$ cat config.mk
export PLATFORM = sky130hd
export DESIGN_NAME = sha1_message_hasher
export DESIGN_NICKNAME = d
export VERILOG_FILES = /design/src/design/sha1mh_pkg.sv /design/src/design/sha1mh_round_unit.sv /design/src/design/sha1_message_hasher.sv
export SDC_FILE = /design/constraint.sdc
export NUM_CORES = 2
export LEC_CHECK = 0
export BUFFER_PORTS_ARGS = -buffer_cell sky130_fd_sc_hd__buf_4
export CAP_MARGIN = 25
export CORE_ASPECT_RATIO = 1.4
export CORE_MARGIN = 3
export CORE_UTILIZATION = 30
export CTS_CLUSTER_DIAMETER = 100
export DETAILED_ROUTE_END_ITERATION = 16
export GPL_TIMING_DRIVEN = 0
export HOLD_SLACK_MARGIN = 0.1
export PLACE_DENSITY = 0.55
export SLEW_MARGIN = 30
export SYNTH_ARGS = -nofsm -noshare
export SYNTH_HDL_FRONTEND = slang
export SYNTH_SLANG_ARGS = --single-unit
$ cat constraint.sdc
create_clock -name clk_i -period 16.3 [get_ports clk_i]
set_input_delay 0.815 -clock clk_i [delete_from_list [all_inputs] [get_ports clk_i]]
set_output_delay 0.815 -clock clk_i [all_outputs]
set_load 0.005 [all_outputs]
$ cat src/design/sha1mh_pkg.sv
`timescale 1ns / 1ps

package sha1mh_pkg;

  typedef struct packed {
    logic [7:0] data_byte;
    logic       byte_valid;
    logic       end_of_message;
  } in_item_t;

  typedef struct packed {
    logic [31:0] digest_word;
    logic [2:0]  word_index;
    logic        last_word;
  } out_item_t;

  // sequencer to round unit
  typedef struct packed {
    logic        push;
    logic [31:0] word;
    logic        start;
    logic        restart;
  } core_ctl_t;

  // round unit to sequencer
  typedef struct packed {
    logic busy;
    logic done;
  } core_sts_t;

  typedef logic [4:0][31:0] chain_t;

  localparam logic [7:0] PAD_BYTE = 8'h80;
  localparam logic [5:0] LEN_POS  = 6'd56;
  localparam logic [5:0] LAST_POS = 6'd63;
  localparam logic [2:0] LAST_IDX = 3'd4;

endpackage

$ cat src/design/sha1mh_round_unit.sv
`timescale 1ns / 1ps

module sha1mh_round_unit (
  input  logic                  clk_i,
  input  logic                  rst_ni,
  input  sha1mh_pkg::core_ctl_t ctl_i,
  output sha1mh_pkg::core_sts_t sts_o,
  output sha1mh_pkg::chain_t    chain_o
);

  localparam logic [31:0] H0 = 32'h67452301;
  localparam logic [31:0] H1 = 32'hefcdab89;
  localparam logic [31:0] H2 = 32'h98badcfe;
  localparam logic [31:0] H3 = 32'h10325476;
  localparam logic [31:0] H4 = 32'hc3d2e1f0;
  localparam logic [31:0] K0 = 32'h5a827999;
  localparam logic [31:0] K1 = 32'h6ed9eba1;
  localparam logic [31:0] K2 = 32'h8f1bbcdc;
  localparam logic [31:0] K3 = 32'hca62c1d6;
  localparam logic [6:0]  LAST_ROUND = 7'd79;

  logic [31:0] w_q [16];
  logic [31:0] a_q, b_q, c_q, d_q, e_q;
  sha1mh_pkg::chain_t h_q;
  logic [6:0] round_q;
  logic       busy_q, ff_q, done_q;

  logic [31:0] f, k, t, w_new, w_mix;
  logic        rounding;

  assign rounding = busy_q && !ff_q;

  always_comb begin
    if (round_q < 7'd20) begin
      f = (b_q & c_q) | (~b_q & d_q);
      k = K0;
    end else if (round_q < 7'd40) begin
      f = b_q ^ c_q ^ d_q;
      k = K1;
    end else if (round_q < 7'd60) begin
      f = (b_q & c_q) | (b_q & d_q) | (c_q & d_q);
      k = K2;
    end else begin
      f = b_q ^ c_q ^ d_q;
      k = K3;
    end
    t     = {a_q[26:0], a_q[31:27]} + f + e_q + w_q[0] + k;
    w_mix = w_q[13] ^ w_q[8] ^ w_q[2] ^ w_q[0];
    w_new = {w_mix[30:0], w_mix[31]};
  end

  // schedule window: fill from the packer, expand during rounds
  always_ff @(posedge clk_i) begin
    if (ctl_i.push || rounding) begin
      for (int i = 0; i < 15; i++) begin
        w_q[i] <= w_q[i+1];
      end
      w_q[15] <= rounding ? w_new : ctl_i.word;
    end
    if (ctl_i.start) begin
      a_q <= h_q[0];
      b_q <= h_q[1];
      c_q <= h_q[2];
      d_q <= h_q[3];
      e_q <= h_q[4];
    end else if (rounding) begin
      a_q <= t;
      b_q <= a_q;
      c_q <= {b_q[1:0], b_q[31:2]};
      d_q <= c_q;
      e_q <= d_q;
    end
  end

  always_ff @(posedge clk_i or negedge rst_ni) begin
    if (!rst_ni) begin
      h_q     <= {H4, H3, H2, H1, H0};
      round_q <= '0;
      busy_q  <= 1'b0;
      ff_q    <= 1'b0;
      done_q  <= 1'b0;
    end else begin
      done_q <= 1'b0;
      if (ctl_i.restart) begin
        h_q <= {H4, H3, H2, H1, H0};
      end
      if (ctl_i.start) begin
        busy_q  <= 1'b1;
        round_q <= '0;
      end else if (rounding) begin
        round_q <= round_q + 7'd1;
        if (round_q == LAST_ROUND) begin
          ff_q <= 1'b1;
        end
      end else if (ff_q) begin
        // feed-forward into the chaining words
        h_q[0] <= h_q[0] + a_q;
        h_q[1] <= h_q[1] + b_q;
        h_q[2] <= h_q[2] + c_q;
        h_q[3] <= h_q[3] + d_q;
        h_q[4] <= h_q[4] + e_q;
        ff_q   <= 1'b0;
        busy_q <= 1'b0;
        done_q <= 1'b1;
      end
    end
  end

  assign sts_o.busy = busy_q;
  assign sts_o.done = done_q;
  assign chain_o    = h_q;

endmodule

$ cat src/design/sha1_message_hasher.sv
`timescale 1ns / 1ps
// byte input: the 64th byte of a block starts a compression (80 rounds plus feed-forward)
// in the shared round unit, and no further byte is accepted until it is done
// closing: padding is pushed one byte a cycle with one or two block compressions,
// then five digest words, one per accepted cycle
// the one-round-per-cycle unit bounds the block rate, as byte intake stalls while it works
// reset: asynchronous active low; chaining words take the SHA-1 initial values, counts clear

module sha1_message_hasher (
  input  logic                  clk_i,
  input  logic                  rst_ni,
  input  logic                  in_valid_i,
  output logic                  in_stall_o,
  input  sha1mh_pkg::in_item_t  in_data_i,
  output logic                  out_valid_o,
  input  logic                  out_stall_i,
  output sha1mh_pkg::out_item_t out_data_o
);

  // sequencer states
  localparam logic [1:0] ST_IDLE = 2'd0;  // accepting message bytes
  localparam logic [1:0] ST_COMP = 2'd1;  // round unit working on a block
  localparam logic [1:0] ST_PAD  = 2'd2;  // pushing padding and length bytes
  localparam logic [1:0] ST_OUT  = 2'd3;  // handing out the digest words

  logic [1:0]  state_q, state_d;
  logic [5:0]  fill_q, fill_d;        // bytes in the current block
  logic [23:0] acc_q, acc_d;          // partial big-endian word
  logic [63:0] bit_len_q, bit_len_d;  // message length in bits, wraps
  logic        pad_q, pad_d;          // message is being closed
  logic        first_q, first_d;      // the 0x80 marker is still to go
  logic        len_ok_q, len_ok_d;    // this block may take the length field
  logic        final_q, final_d;      // the running compression is the last one
  logic [2:0]  widx_q, widx_d;        // digest word being offered

  logic        push_en;
  logic [7:0]  push_byte;
  logic [63:0] len_shift;
  logic [7:0]  len_byte;
  logic        restart;

  sha1mh_pkg::core_ctl_t core_ctl;
  sha1mh_pkg::core_sts_t core_sts;
  sha1mh_pkg::chain_t    chain;

  // length bytes go out most significant first at block positions 56..63
  assign len_shift = bit_len_q >> {3'd7 - fill_q[2:0], 3'b000};
  assign len_byte  = len_shift[7:0];

  always_comb begin
    state_d   = state_q;
    fill_d    = fill_q;
    acc_d     = acc_q;
    bit_len_d = bit_len_q;
    pad_d     = pad_q;
    first_d   = first_q;
    len_ok_d  = len_ok_q;
    final_d   = final_q;
    widx_d    = widx_q;
    push_en   = 1'b0;
    push_byte = in_data_i.data_byte;
    restart   = 1'b0;

    case (state_q)
      ST_IDLE: begin
        if (in_valid_i) begin
          if (in_data_i.byte_valid) begin
            push_en   = 1'b1;
            bit_len_d = bit_len_q + 64'd8;
          end
          if (in_data_i.end_of_message) begin
            pad_d   = 1'b1;
            first_d = 1'b1;
          end
          if (in_data_i.byte_valid && fill_q == sha1mh_pkg::LAST_POS) begin
            state_d = ST_COMP;
          end else if (in_data_i.end_of_message) begin
            state_d = ST_PAD;
          end
        end
      end
      ST_COMP: begin
        if (core_sts.done) begin
          if (final_q) begin
            final_d = 1'b0;
            state_d = ST_OUT;
          end else if (pad_q) begin
            // a fresh block after a spill always has room for the length
            len_ok_d = 1'b1;
            state_d  = ST_PAD;
          end else begin
            state_d = ST_IDLE;
          end
        end
      end
      ST_PAD: begin
        push_en = 1'b1;
        if (first_q) begin
          push_byte = sha1mh_pkg::PAD_BYTE;
          first_d   = 1'b0;
          len_ok_d  = (fill_q < sha1mh_pkg::LEN_POS);
        end else if (len_ok_q && fill_q >= sha1mh_pkg::LEN_POS) begin
          push_byte = len_byte;
          if (fill_q == sha1mh_pkg::LAST_POS) begin
            final_d = 1'b1;
          end
        end else begin
          push_byte = 8'h00;
        end
        if (fill_q == sha1mh_pkg::LAST_POS) begin
          state_d = ST_COMP;
        end
      end
      ST_OUT: begin
        if (!out_stall_i) begin
          if (widx_q == sha1mh_pkg::LAST_IDX) begin
            widx_d    = '0;
            pad_d     = 1'b0;
            bit_len_d = '0;
            restart   = 1'b1;
            state_d   = ST_IDLE;
          end else begin
            widx_d = widx_q + 3'd1;
          end
        end
      end
      default: begin
        state_d = ST_IDLE;
      end
    endcase

    if (push_en) begin
      fill_d = fill_q + 6'd1;
      acc_d  = {acc_q[15:0], push_byte};
    end
  end

  always_ff @(posedge clk_i or negedge rst_ni) begin
    if (!rst_ni) begin
      state_q   <= ST_IDLE;
      fill_q    <= '0;
      bit_len_q <= '0;
      pad_q     <= 1'b0;
      first_q   <= 1'b0;
      len_ok_q  <= 1'b0;
      final_q   <= 1'b0;
      widx_q    <= '0;
    end else begin
      state_q   <= state_d;
      fill_q    <= fill_d;
      bit_len_q <= bit_len_d;
      pad_q     <= pad_d;
      first_q   <= first_d;
      len_ok_q  <= len_ok_d;
      final_q   <= final_d;
      widx_q    <= widx_d;
    end
  end

  always_ff @(posedge clk_i) begin
    acc_q <= acc_d;
  end

  // every fourth byte completes a word for the schedule window
  assign core_ctl.push    = push_en && (fill_q[1:0] == 2'b11);
  assign core_ctl.word    = {acc_q, push_byte};
  assign core_ctl.start   = push_en && (fill_q == sha1mh_pkg::LAST_POS);
  assign core_ctl.restart = restart;

  sha1mh_round_unit u_round (
    .clk_i   (clk_i),
    .rst_ni  (rst_ni),
    .ctl_i   (core_ctl),
    .sts_o   (core_sts),
    .chain_o (chain)
  );

  assign in_stall_o  = (state_q != ST_IDLE);
  assign out_valid_o = (state_q == ST_OUT);

  always_comb begin
    case (widx_q)
      3'd0:    out_data_o.digest_word = chain[0];
      3'd1:    out_data_o.digest_word = chain[1];
      3'd2:    out_data_o.digest_word = chain[2];
      3'd3:    out_data_o.digest_word = chain[3];
      default: out_data_o.digest_word = chain[4];
    endcase
  end
  assign out_data_o.word_index = widx_q;
  assign out_data_o.last_word  = (widx_q == sha1mh_pkg::LAST_IDX);

`ifndef SYNTHESIS
  // bytes are only taken while the round unit is free
  a_idle_core: assert property (@(posedge clk_i) disable iff (!rst_ni)
    !in_stall_o |-> !core_sts.busy)
    else $error("transaction accepted while round unit busy");

  // a compression only starts on a full block
  a_start_full: assert property (@(posedge clk_i) disable iff (!rst_ni)
    core_ctl.start |-> (core_ctl.push && fill_q == sha1mh_pkg::LAST_POS))
    else $error("compression started on a partial block");

  // digest word index stays in range
  a_widx_range: assert property (@(posedge clk_i) disable iff (!rst_ni)
    out_valid_o |-> (widx_q <= sha1mh_pkg::LAST_IDX))
    else $error("digest word index out of range");

  // after the last digest word the message state is cleared
  a_restart: assert property (@(posedge clk_i) disable iff (!rst_ni)
    (out_valid_o && !out_stall_i && out_data_o.last_word) |=>
      (state_q == ST_IDLE && bit_len_q == 64'd0 && fill_q == 6'd0))
    else $error("message state not cleared after digest");

  // digest is only offered when the block boundary is clean
  a_out_fill: assert property (@(posedge clk_i) disable iff (!rst_ni)
    out_valid_o |-> (fill_q == 6'd0 && !core_sts.busy))
    else $error("digest offered with work pending");
`endif

endmodule
==> results.sh <==
export IMPL_cp_slowest_cell="clkbuf_1"
export IMPL_layout_commonest_cell="edfxtp_1"
export IMPL_arrival_ps=9750
export IMPL_yosys_area_top_type_share=0.427
export IMPL_grt_antenna_before_repair=2
export IMPL_reg2reg_from="u_round.round_q[4]"
export IMPL_overflow=0
export IMPL_synth_cells=4250
export IMPL_synth_ff_type="edfxtp_1"
export IMPL_cts_root_buf="clkbuf_16"
export IMPL_layout_nets=4801
export IMPL_min_period_ps=9300
export IMPL_die_h_um=484
export IMPL_grt_max_degree=67
export IMPL_crit_end="u_round.a_q[28]"
export IMPL_hold_buffers=1
export IMPL_gp_congestion=1.04
export IMPL_antenna_left=0
export IMPL_rows=174
export IMPL_fin_hold_ws_ps=343
export IMPL_hpwl_um=131000
export IMPL_cts_tree="done"
export IMPL_drt_pass1_iterations=6
export IMPL_yosysSeqAreaShare=0.555
export IMPL_netlist_area_um2=49000
export IMPL_vias_per_cell=5.30
export IMPL_grt_use_total=0.199
export IMPL_syn_area_per_cell_um2=11.5
export IMPL_met2_usage=0.334
export IMPL_final_cell_mix="edfxtp_1 (696), nand2_1 (429), o21ai_0 (351)"
export IMPL_postCtsSetupRepairBufs=0
export IMPL_coreArea_um2=161000
export IMPL_r2r_end="u_round.a_q[28]"
export IMPL_reg2reg_slack_ps=7000
export IMPL_h_tree_depth=3
export IMPL_yosys_warnings=0
export IMPL_wirelength_um=171000
export IMPL_syn_to_final_growth_pct=14.7
export IMPL_relSlewSlack=0.254
export IMPL_first_iter_violations=3391
export IMPL_synth_top_family_by_area="compound AO/OA/AOI/OAI gates"
export IMPL_cts_reportedPaths_clkPinSlew_ps=70
export IMPL_use_met1=0.230
export IMPL_skew_ps=92.1
export IMPL_synth_xor_area_frac=0.0547
export IMPL_die_x_um=347
export IMPL_syn_num_nets=4616
export IMPL_worstSkewPairLatency_ps=770
export IMPL_min_path_type="reg -> reg"
export IMPL_cp_max_fo=10
export IMPL_cp_start_kind="flip-flop"
export IMPL_status="completed"
export IMPL_use_met3=0.0291
export IMPL_finalSetupTns_ps=0
export IMPL_fp_dieArea_um2=168000
export IMPL_final_area_um2=56100
export IMPL_layoutNonFillerInstCount=6640
export IMPL_synth_compound_area_frac=0.126
export IMPL_r2r_cells=25
export IMPL_crit_top_cell="inv_1"
export IMPL_io_buffer_count=51
export IMPL_synth_edff_count=696
export IMPL_cts_resized=0
export IMPL_tightest_slew_ps=1120
export IMPL_synthAdderAreaFrac=0.109
export IMPL_setup_worst_path_start="u_round.round_q[4]"
export IMPL_max_freq_mhz=107
export IMPL_max_cap_violations=0
export IMPL_setup_worst_path_end_class="flip-flop"
export IMPL_async_reset_ff_frac=0.261
export IMPL_grt_pass1_wl_um=243000
export IMPL_fill_cells=16000
export IMPL_clock_sinks=942
export IMPL_worstSetupPathType="reg -> reg"
export IMPL_placed_area_um2=52600
export IMPL_finalCritPeriodShare=0.571
export IMPL_yosys_area_share_simple=0.115
export IMPL_max_stage_delay_ps=720
export IMPL_setup_viol_count_final=0
export IMPL_start_util=0.303
export IMPL_grt_pass1_vias=35100
export IMPL_drc=0
export IMPL_vias=35200
export IMPL_drive_above_1_share=0.0904
export IMPL_grt_busiest_layer="met2"
export IMPL_ys_top_cells_by_area="edfxtp_1 (43%), dfrtp_1 (8.5%), ha_1 (5.8%)"
export IMPL_synth_seq_cells=942
export IMPL_cp_required_ps=16750
export IMPL_io_pins=52
export IMPL_rsz0062_at_grt="false"
export IMPL_yosys_cell_types_count=89
export IMPL_dp_cells=6440
export IMPL_synth_top_cell_by_area="edfxtp_1"
export IMPL_avgRoutedWirePerCell_um=25.7
export IMPL_synth_area_mux_share=0.0108
export IMPL_cts_buffers_inserted=104
export IMPL_clock_tree_buffer_depth=3
export IMPL_hold_violations=0
export IMPL_final_max_slew_viol_count=0
-- worst min path at each step --
stage	slack [ps]	cells after the start	from	to
after floorplan	400	0	u_round.w_q[1][0]	u_round.w_q[0][0]
after global placement	400	0	u_round.w_q[11][17]	u_round.w_q[10][17]
after detailed placement	400	0	u_round.w_q[1][18]	u_round.w_q[0][18]
after CTS	340	0	u_round.w_q[3][20]	u_round.w_q[2][20]
after global routing	340	0	u_round.w_q[3][20]	u_round.w_q[2][20]
final	340	0	u_round.w_q[3][20]	u_round.w_q[2][20]
-- routing by layer --
metal,share of wire,wire [um],vias up
met3,0.057,9640,467
met1,0.38,64400,17600
met5,0.000041,7,-
met4,0.085,14400,2
met2,0.48,82000,1354
li1,-,-,15700
-- flip-flops by register name (all words and copies together), names as in the netlist, 2 cells and up --
signal / count
u_round.chain_o: 160
u_round.b_q: 32
fill_q: 6
u_round.c_q: 32
u_round.w_q: 512
state_q: 2
u_round.a_q: 32
widx_q: 3
acc_q: 24
u_round.round_q: 7
bit_len_q: 61
u_round.d_q: 32
u_round.e_q: 32
-- cells in the mapped netlist (6+ instances only) --
cell / n
a31oi_1: 50
o21a_1: 33
o31a_1: 8
a22oi_1: 69
mux2i_1: 20
nor2_1: 301
xor2_1: 106
nor3_1: 87
mux4_2: 13
buf_1: 24
dfstp_2: 80
or3_1: 22
inv_1: 216
or2_2: 10
o32ai_1: 21
and3_1: 24
a21oi_1: 243
nor2b_1: 55
edfxtp_1: 696
dfrtp_1: 166
and2_1: 20
a41oi_1: 7
ha_1: 228
nand4_1: 30
o21bai_1: 20
nand2_1: 431
clkbuf_1: 142
nand3b_1: 6
xnor2_1: 200
o31ai_1: 20
a211oi_1: 26
nand2b_1: 36
o21ai_0: 352
o32a_1: 8
nand3_1: 152
nor4_1: 8
and4_1: 13
a2111oi_0: 6
a21o_1: 72
o211ai_1: 8
fa_1: 124
-- logic make-up (layout without fill, tap and decap cells) --
logic type	count (synthesis)	in the layout
adders and majority gates	352	352
xor gates and xnor gates	306	306
muxes	36	36
and+or+nand+nor	1221	1221
DFF	942	942
buffers and inverters	385	659
AOI/OAI and AO/OA	1008	1008
other	0	4
-- per-stage QoR --
| stage | setup WS, ps | util |
|---|---|---|
| after floorplan | 2310 | - |
| after CTS | 7080 | 0.348 |
| final | 7000 | 0.348 |
| after global routing | 6870 | 0.348 |
| after global placement | -2160 | 0.322 |
| after detailed placement | 7150 | 0.326 |
-- worst max-delay path: cells and delay by family (launching register included) --
family / cells / cell delay (ps)
AO/OA/AOI/OAI: 9 / 2890
XOR/XNOR: 1 / 160
adder cells (fa/ha/maj): 4 / 1960
buffers and inverters: 7 / 2010
flip-flops: 1 / 360
AND/OR/NAND/NOR: 4 / 1620
-- cell type report --
class                   instances  area, um2  share of cell area
diodes                          4       10.0            0.000178
plain buffers                 168        677              0.0121
clock buffers                 121       2690              0.0479
clock inverters                74        820              0.0146
inverters                     217        815              0.0145
multi-input cells            2923      20400               0.364
flip-flops and latches        942      27200               0.484
well taps                    2112       2640              0.0471
repair buffers                 79        923              0.0164
Power is left out: the tool's default activity adds up to more than one toggle a clock period on the data nets, which glitch-free logic cannot reach.
